## src/sv/vpfl_pkg.sv

```systemverilog
// Shared constants and types of the versioned page free list allocator.
package vpfl_pkg;

	localparam int PAGE_FIELD_W = 32;
	localparam int VER_FIELD_W  = 64;
	localparam int STATUS_W     = 2;

	localparam int FREE_DEPTH_DEF   = 64;
	localparam int PAGE_BITS_DEF    = 32;
	localparam int VERSION_BITS_DEF = 64;

	localparam logic [PAGE_FIELD_W-1:0] MAX_PAGES_RESET = 32'hFFFF_FFFE;

	localparam logic OP_ALLOC = 1'b0;
	localparam logic OP_FREE  = 1'b1;

	localparam logic [STATUS_W-1:0] ST_OK      = 2'd0;
	localparam logic [STATUS_W-1:0] ST_FULL    = 2'd1;
	localparam logic [STATUS_W-1:0] ST_NO_PAGE = 2'd2;

	// Command broadcast to every cell of the sorted chain.
	typedef struct packed {
		logic ins;
		logic pop;
	} cell_ctl_t;

endpackage

```

## src/sv/vpfl_cell.sv

```systemverilog
// One cell of the version-sorted free page chain.
module vpfl_cell import vpfl_pkg::*; #(
	parameter int PAGE_BITS    = PAGE_BITS_DEF,
	parameter int VERSION_BITS = VERSION_BITS_DEF
) (
	input  logic                    clk,
	input  logic                    arst_n,
	input  cell_ctl_t               ctl,
	input  logic [VERSION_BITS-1:0] key_ver,
	input  logic [PAGE_BITS-1:0]    new_page,
	input  logic                    left_valid,
	input  logic                    left_keep,
	input  logic [VERSION_BITS-1:0] left_ver,
	input  logic [PAGE_BITS-1:0]    left_page,
	input  logic                    right_valid,
	input  logic [VERSION_BITS-1:0] right_ver,
	input  logic [PAGE_BITS-1:0]    right_page,
	output logic                    valid,
	output logic                    keep,
	output logic [VERSION_BITS-1:0] ver,
	output logic [PAGE_BITS-1:0]    page
);

	logic                    valid_q;
	logic [VERSION_BITS-1:0] ver_q;
	logic [PAGE_BITS-1:0]    page_q;

	// Entry stays in place on insert when it is not newer than the key.
	assign keep  = valid_q && (ver_q <= key_ver);
	assign valid = valid_q;
	assign ver   = ver_q;
	assign page  = page_q;

	always_ff @(posedge clk or negedge arst_n) begin
		if (!arst_n) begin
			valid_q <= 1'b0;
		end else if (ctl.pop) begin
			valid_q <= right_valid;
		end else if (ctl.ins && !keep) begin
			valid_q <= left_keep ? 1'b1 : left_valid;
		end
	end

	always_ff @(posedge clk) begin
		if (ctl.pop) begin
			ver_q  <= right_ver;
			page_q <= right_page;
		end else if (ctl.ins && !keep) begin
			if (left_keep) begin
				ver_q  <= key_ver;
				page_q <= new_page;
			end else begin
				ver_q  <= left_ver;
				page_q <= left_page;
			end
		end
	end

endmodule

```

## config.mk

```make
export PLATFORM = sky130hd
export DESIGN_NAME = vpfl_cell
export DESIGN_NICKNAME = d
export VERILOG_FILES = /design/src/sv/vpfl_pkg.sv /design/src/sv/vpfl_cell.sv
export SDC_FILE = /design/constraint.sdc
export NUM_CORES = 1
export LEC_CHECK = 0
export BUFFER_PORTS_ARGS = -buffer_cell sky130_fd_sc_hd__buf_4
export CORE_AREA = 2 2 152 154
export DETAILED_ROUTE_END_ITERATION = 8
export DIE_AREA = 0 0 154 156
export GPL_TIMING_DRIVEN = 0
export SKIP_LAST_GASP = 1
export SLEW_MARGIN = 15
export SYNTH_ARGS = -nofsm -noshare
export SYNTH_HDL_FRONTEND = slang
export SYNTH_SLANG_ARGS = --single-unit
```

## constraint.sdc

```tcl
create_clock -name clk -period 9.38 [get_ports clk]
set_input_delay 0.938 -clock clk [delete_from_list [all_inputs] [get_ports clk]]
set_output_delay 0.938 -clock clk [all_outputs]
set_load 0.03 [all_outputs]
```

# After elaboration in Yosys (flattened, before gate mapping)

Cells that the tools add are included.
W data, S select, Z words.

Output and inout bits: 98
Input bits: 295
Word-level logic and storage cells: 17
Bits in registers: 97

Reduce and logical (&&, ||, !) cells: 4
$lt $le $gt $ge: 1
Muxes and demuxes: 9

Operator list:

| cell                | count |
|---|---|
| $mux W64            | 3 |
| $mux W32            | 3 |
| $le A64 B64 Y1      | 1 |
| $mux W1             | 3 |
| $logic_and A1 B1 Y1 | 2 |
| $reduce_bool A2 Y1  | 1 |
| $logic_not A1 Y1    | 1 |

# Logic depth before layout (Yosys ltp)

Gate-level depths: netlist of the first run.

Word-level depth: 6
Gate-level depth with buffers: 9

# Worst setup path after synthesis of the first run

OpenSTA, ideal clock, no wires.

Path kind: input to register
From: input key_ver[22]
To: register page_q[0], in the netlist page[0] (enable)
Data arrival time: 5.027 ns
Slack: 3.876 ns
Cell stages on the path: 9
Data required time: 8.903 ns
Cell sequence: inv_1 ha_1 nand4_1 or3_4 nor4_4 nand4_1 o221a_1 nand3_2 a311o_1

Word-level cells in the longest chain between the ends: 5

RTL lines:

| what                         | RTL line        | RTL |
|---|---|---|
| start, declared              | vpfl_cell.sv:9  | `input logic [VERSION_BITS-1:0] key_ver,` |
| $le A64 B64 Y1               | vpfl_cell.sv:29 | `assign keep = valid_q && (ver_q <= key_ver);` |
| $logic_and A1 B1 Y1          | vpfl_cell.sv:29 |  |
| $logic_not A1 Y1             | vpfl_cell.sv:48 | `end else if (ctl.ins && !keep) begin` |
| $logic_and A1 B1 Y1          | vpfl_cell.sv:48 |  |
| $reduce_bool A2 Y1 (no line) | n/a             |  |
| end signal, assigned         | vpfl_cell.sv:47 | `page_q <= right_page;` |
| end signal, assigned         | vpfl_cell.sv:51 | `page_q <= new_page;` |
| end signal, assigned         | vpfl_cell.sv:54 | `page_q <= left_page;` |
| end, declared                | vpfl_cell.sv:26 | `logic [PAGE_BITS-1:0] page_q;` |

No other way between the ends.
A chain may end at the register's enable or synchronous reset.

# Worst setup path after layout of the first run

From: input key_ver[9]
To: output keep

Word-level cells in the longest chain between the ends: 2

RTL lines:

| what                | RTL line        | RTL |
|---|---|---|
| $le A64 B64 Y1      | vpfl_cell.sv:29 |  |
| $logic_and A1 B1 Y1 | vpfl_cell.sv:29 |  |
| end, declared       | vpfl_cell.sv:19 | `output logic keep,` |

No other way between the ends.

==> results by group, run 1 <==
Run status
  • Outcome: finished, final reports clean

Flow run
  • Max cap viols: 0

Synthesis
  • Mapped Nets: 1012
  • Post-synth top flop: edfxtp_1
  • Fraction of the mapped netlist area in adder cells: 12.3%
  • Mapped Cells: between 600 and 700
  • Post-Synth Simple-Gate Area: 10.6%
  • Mux contribution to synthesized area: between 10% and 20%
  • Yosys warns: 0
  • Async set-reset flop share out of synthesis: around 1.0%
  • EDFF count, synth: 96
  • Synth Cell Area: about 6500 µm²
  • Synthesized flop and latch total: 97
  • Post-synthesis xor/xnor area fraction: 0%
  • Sequential fraction of the synthesis area: ~45%
  • Compound-Gate Fraction of Synth Area: about an eighth
  • Avg Inst Size Synth: 9.99 µm²
  • Main combinational cell family by area after synthesis: multiplexers
  • Count of cell types in the netlist: 37

Routing
  • ANT nets after route: 0
  • Vias per cell: ~4.7
  • Via count: ~6300
  • DR WL/cell: roughly 18 µm
  • Router iterations before antenna repair: 4
  • Drt initial violations: between 200 and 300
  • DRC Markers: 0
  • Drt total wl: 24100 µm

Placement
  • GPL Wtd Cong: just under 0.8
  • Port buffer count: between 300 and 400
  • Area after DPL: 9880 µm²
  • DPL Wire Length: 19800 µm
  • Placed insts: ~1300
  • DP Worst Slack: ~5 ns

Final layout
  • # nets final: ~1400
  • FF/Latch Area: around 2900 µm²
  • Layout cells sized above 1: slightly below 40%
  • Commonest non-fill, non-tap cell in the layout: buf_4
  • Multi-input gate area: around 3300 µm²
  • Finished Layout Cells: between 1000 and 1500
  • Most frequent cells in the layout: 391 x buf_4, 108 x nand2_1, 100 x o21ai_0
  • Final Util: a little under half
  • Final Instance Area: 10200 µm²
  • Diodes inserted: 0
  • Fill cell count: around 2200
  • Syn-to-layout area delta: 56.1%

Setup path
  • RR Endpoint: page[9]
  • Crit Path Max Fanout: 3
  • Reg-to-Reg Start: ver[22]
  • Worst Setup SP: key_ver[9]
  • R2r setup slk: approximately 5.8 ns
  • Worst path arrival time: around 3.3 ns
  • Crit. End Element: output pin
  • Cells on worst reg2reg path: 10
  • Worst setup endpoint: keep
  • Critical path class: primary input to output pin
  • Type of origin of the critical path: primary input
  • Crit path required time: approximately 8.4 ns

Clock network
  • Htree depth: 3
  • Hold buffer count at CTS: 0
  • Worst-skew pair later-pin latency: 0.36 ns
  • Num CTS Buffers: 9
  • CTS tree: done
  • Max Root-Sink Buffers: 2
  • Clock Sinks: between 90 and 100
  • Clock root buffer master: clkbuf_16
  • Post-CTS sizing: 0
  • Setup Fix Bufs, Post-CTS: 0
  • Clock transition at path regs: 0.08 ns

Timing
  • Fin crit period: 4.28 ns
  • Max-slew headroom: between 30% and 40%
  • Setup TNS: 0 ns
  • Tcrit/Tclk final: between 40% and 50%
  • Setup violations, final: 0
  • Measured slew at the worst slew-check pin: 0.985 ns
  • Skew final: 0.0139 ns
  • RSZ-0062 raised after global routing: false
  • Final hold violations: 0
  • FMAX: approximately 230 MHz
  • Final WS setup: 5.10 ns
  • Slew Limit Fails: 0

Pwr
  • Cell leakage power: 5.05 nW
  • PwrDens: around 150 nW/µm²
  • VDD IR max: between 70 and 80 µV

GRT
  • Initial antenna violation count: 0
  • Global route total overflow: 0
  • Pin count of the biggest net entering global routing: 32
  • First-pass GRT wire length: ~36000 µm
  • Vias in the first global route: around 6400
  • Global Route Usage Sum: between 10% and 20%

Floorplan
  • Overall die height: 156 µm
  • IO Pins: slightly below 400
  • Site Rows: 55
  • Effective utilization at floorplan: about 29%
  • Core Region: ~22000 µm²
  • Full die area: 24000 µm²
  • Die X-Extent: ~150 µm

Worst hold path
  • Worst hold path type: primary input to async pin
-- sequential cells by signal (all words and copies together), names as in the netlist --
register,count
valid,1
ver,64
page,32
-- metrics by stage --
step | power, W | hold WS [ns]
floorplan | 0.000841 | 0.642
global placement | 0.00109 | 0.711
detailed placement | 0.00109 | 0.717
CTS | 0.00150 | 0.328
global route | 0.00156 | 0.328
finish | 0.00148 | 0.343
-- worst min-delay path by stage --
stage | end | cells after the start
floorplan | valid | 0
detailed placement | valid | 1
global route | valid | 1
global placement | valid | 2
finish | valid | 1
CTS | valid | 1
-- layer usage --
layer	GRT usage [%]	share of wire [%]
met1	23.2	41
met2	35.1	51
met3	4.14	6.3
met4	5.74	1.8
met5	0	0
-- cells by family (layout without fill, tap and decap cells) --
| family | count (synthesis) | after routing |
|---|---|---|
| AO/OA/AOI/OAI | 146 | 146 |
| adder cells (fa/ha/maj) | 64 | 64 |
| buffers and inverters | 97 | 506 |
| flip-flops | 97 | 97 |
| multiplexers | 96 | 96 |
| AND/OR/NAND/NOR | 153 | 153 |
-- report_power, final --
part	internal (W)	switching (W)
logic	0.000222	0.000282
clock network	0.000233	0.000174
registers	0.000545	0.0000259
total	0.00100	0.000482
-- synth_stat cells, drive strengths merged, types with 3 or more instances --
cell type	n	area, µm²
nand2	108	405
o21ai	100	500
edfxtp	96	2880
mux2i	96	961
inv	65	244
ha	64	801
a21oi	25	125
clkbuf	24	90.1
nand4	16	100
nand3	10	55.1
buf	8	35.0
nor2	6	22.5
nor3	4	20.0
nor4	4	52.6
a211oi	3	22.5
a21o	3	22.5
nor2b	3	18.8
-- area by class of cell --
cell class                 instances  area share (%)
clock buffer                      10            2.25
sequential                        97            28.5
multi-input combinational        459            31.9
buffer                            32            1.23
timing repair buffer             394            29.4
clock inverter                     5           0.798
tap                              285            3.50
inverter                          65            2.39
-- worst max-delay path, cell delays in order --
cell and delay [ns]:
buf_4 0.11, inv_1 0.05, ha_1 0.30, a21oi_1 0.16, o21a_1 0.15, o32ai_1 0.08
a2111oi_0 0.75, o221a_1 0.34, nand3_2 0.10, a21boi_1 0.17, buf_4 0.20
No activity file was read; power rests on OpenSTA's default activity.
==> inputs of run 2 (changes only) <==
==> constraint.sdc (replaced) <==
create_clock -name clk -period 3.65 [get_ports clk]
set_input_delay 0.365 -clock clk [delete_from_list [all_inputs] [get_ports clk]]
set_output_delay 0.365 -clock clk [all_outputs]
set_load 0.03 [all_outputs]
==> run 2 against run 1 <==
Net effect:
- clock power grew 140%
- critical path type is now register to register
- sequential share of layout area down 0.21 points
- sequential power increased to 2.6 times the previous value
- combinational power grew to 2.6 times the previous value
- worst setup slack worse by 4.8 ns
- largest power group unchanged
==> results by group, run 2 (synthesis gave the netlist of run 1 again) <==
Floorplan
  • Effective utilization at floorplan: 29.2% (unchanged)
  • IO Pins: 393 (unchanged)
  • Overall die height: 156 µm (unchanged)
  • Full die area: 24000 µm² (unchanged)
  • Core Region: 22400 µm² (unchanged)
  • Site Rows: 55 (unchanged)
  • Die X-Extent: 154 µm (unchanged)

GRT
  • First-pass GRT wire length: 37000 µm (+4.3%)
  • Vias in the first global route: 6502 (+1.7%)
  • Initial antenna violation count: 0 (unchanged)
  • Global Route Usage Sum: 20.4% (+0.99 points)
  • Global route total overflow: 0 (unchanged)
  • Pin count of the biggest net entering global routing: 31 (-3.1%)

Timing
  • Skew final: 0.0151 ns (+0.00121 ns)
  • Slew Limit Fails: 0 (unchanged)
  • Setup TNS: 0 ns (unchanged)
  • Tcrit/Tclk final: ~92%
  • RSZ-0062 raised after global routing: false
  • Final hold violations: 0 (unchanged)
  • Final hold slack: 0.283 ns (-0.0592 ns)
  • FMAX: 298 MHz
  • Measured slew at the worst slew-check pin: 0.826 ns (-0.159 ns)
  • Setup violations, final: 0 (unchanged)
  • Fin crit period: approximately 3.4 ns
  • Max-slew headroom: 44.9% (+11 points)

Setup path
  • R2r setup slk: 0.30 ns (-5.49 ns)
  • Critical path class: register to register
  • Worst path arrival time: 3.45 ns (+0.11 ns)
  • Crit Path Max Fanout: 30 (+27)
  • Reg-to-Reg Start: ver[11]
  • Cells on worst reg2reg path: 10 (unchanged)
  • Crit. End Element: register
  • Type of origin of the critical path: register
  • Crit path required time: 3.74 ns (-4.70 ns)
  • RR Endpoint: ver[59]

Final layout
  • Diodes inserted: 0 (unchanged)
  • Finished Layout Cells: 1356 (+0.67%)
  • Syn-to-layout area delta: 57.3%
  • Layout cells sized above 1: 39.9% (+0.60 points)
  • Commonest non-fill, non-tap cell in the layout: buf_4
  • Largest register FFs: 64 (unchanged)
  • Final Util: 45.9% (+0.34 points)
  • Most frequent cells in the layout: 399 x buf_4, 108 x nand2_1, 100 x o21ai_0
  • # nets final: 1426 (+0.64%)
  • Final Instance Area: 10300 µm² (+0.74%)

Placement
  • GPL Wtd Cong: 0.847 (+6.6%)
  • Area after DPL: 9900 µm² (+0.20%)
  • DPL Wire Length: 20900 µm (+5.7%)
  • Port buffer count: 391 (unchanged)
  • Placed insts: 1332 (unchanged)

Routing
  • DRC Markers: 0 (unchanged)
  • Vias per cell: 4.73 (+0.85%)
  • Drt total wl: 25000 µm (+3.7%)
  • Router iterations before antenna repair: 4 (unchanged)
  • DR WL/cell: 18.5 µm (+3.0%)
  • Drt initial violations: 256 (-9.9%)
  • ANT nets after route: 0 (unchanged)
  • Via count: 6413 (+1.5%)

Worst hold path
  • Worst hold path type: primary input to register
  • Hold Path Depth: 3
  • Hold Path End: page[0]
  • Start point of the worst hold path: right_page[0]

Clock network
  • Clock transition at path regs: 0.08 ns (about the same)
  • Clock root buffer master: clkbuf_16
  • Num CTS Buffers: 9 (unchanged)
  • Clock Sinks: 97 (unchanged)
  • Max Root-Sink Buffers: 2 (unchanged)
  • Htree depth: 3 (unchanged)
  • Worst-skew pair later-pin latency: 0.35 ns (about the same)
  • CTS tree: done

Run status
  • Outcome: finished, final reports clean

Flow run
  • Max cap viols: 0 (unchanged)

Pwr
  • VDD IR max: 226 µV (+210%)
  • PwrDens: 366 nW/µm² (+150%)
  • Cell leakage power: 5.09 nW (+0.74%)
## run 2: cell count changes in the layout (fill, tap and decap cells not counted), sizes merged
| cell | change |
|---|---|
| buf | +8 |
| bufinv | -1 |
| clkinv | -1 |
| clkinvlp | +2 |
| dlygate4sd3 | +1 |
## run 2: cell type report
cell class	instances	area [µm²]
fillers	2222	12100
multi-input cells	459	3280
repair buffers	403	3070
flip-flops and latches	97	2910
well taps	285	357
inverters	65	244
clock buffers	10	229
plain buffers	32	125
clock inverters	5	57.6
## run 2: where the power goes
part | switching (W) | internal (W) | total [W]
clock | 0.000437 | 0.000528 | 0.000965
sequential | 0.0000713 | 0.00140 | 0.00147
combinational | 0.000733 | 0.000585 | 0.00132
total | 0.00124 | 0.00251 | 0.00376
## run 2: per-stage QoR
stage	worst slack [ns]	total power, W
floorplan	-0.0455	0.00216
global placement	-1.05	0.00279
detailed placement	-0.0639	0.00281
CTS	0.107	0.00379
global route	0.204	0.00396
finish	0.296	0.00376
## run 2: critical path, stage by stage (launching register included)
cell,delay (ns)
edfxtp_1,0.41
ha_1,0.30
a21oi_1,0.15
o21a_1,0.19
o32ai_2,0.11
a2111oi_0,0.52
o221a_1,0.30
nand3_2,0.18
a311o_2,0.52
buf_4,0.21
buf_12,0.18
## run 2: worst max path at each step
stage	from	end	slack, ns	cells past startpoint
after CTS	ver[22]	page[13]	0.11	10
after floorplan	ver[23]	page[0]	-0.05	8
final	ver[11]	ver[59]	0.30	10
after global routing	ver[11]	ver[29]	0.20	10
after detailed placement	key_ver[62]	ver[40]	-0.06	11
after global placement	key_ver[61]	ver[40]	-1.05	9
## run 2: repair_timing
item,4_1_cts,5_1_grt
setup endpoints to repair,26,26
buffers inserted,0,8
resized for setup,1,0
hold endpoints to repair,1,0
pin swaps,0,1
hold buffers,1,0
## run 2: per-layer routing
| metal | GRT usage, % | wire [µm] |
|---|---|---|
| met2 | 37.1 | 12900 |
| met3 | 4.39 | 1640 |
| met1 | 24.4 | 10200 |
| met5 | 0 | 0 |
| met4 | 5.52 | 331 |
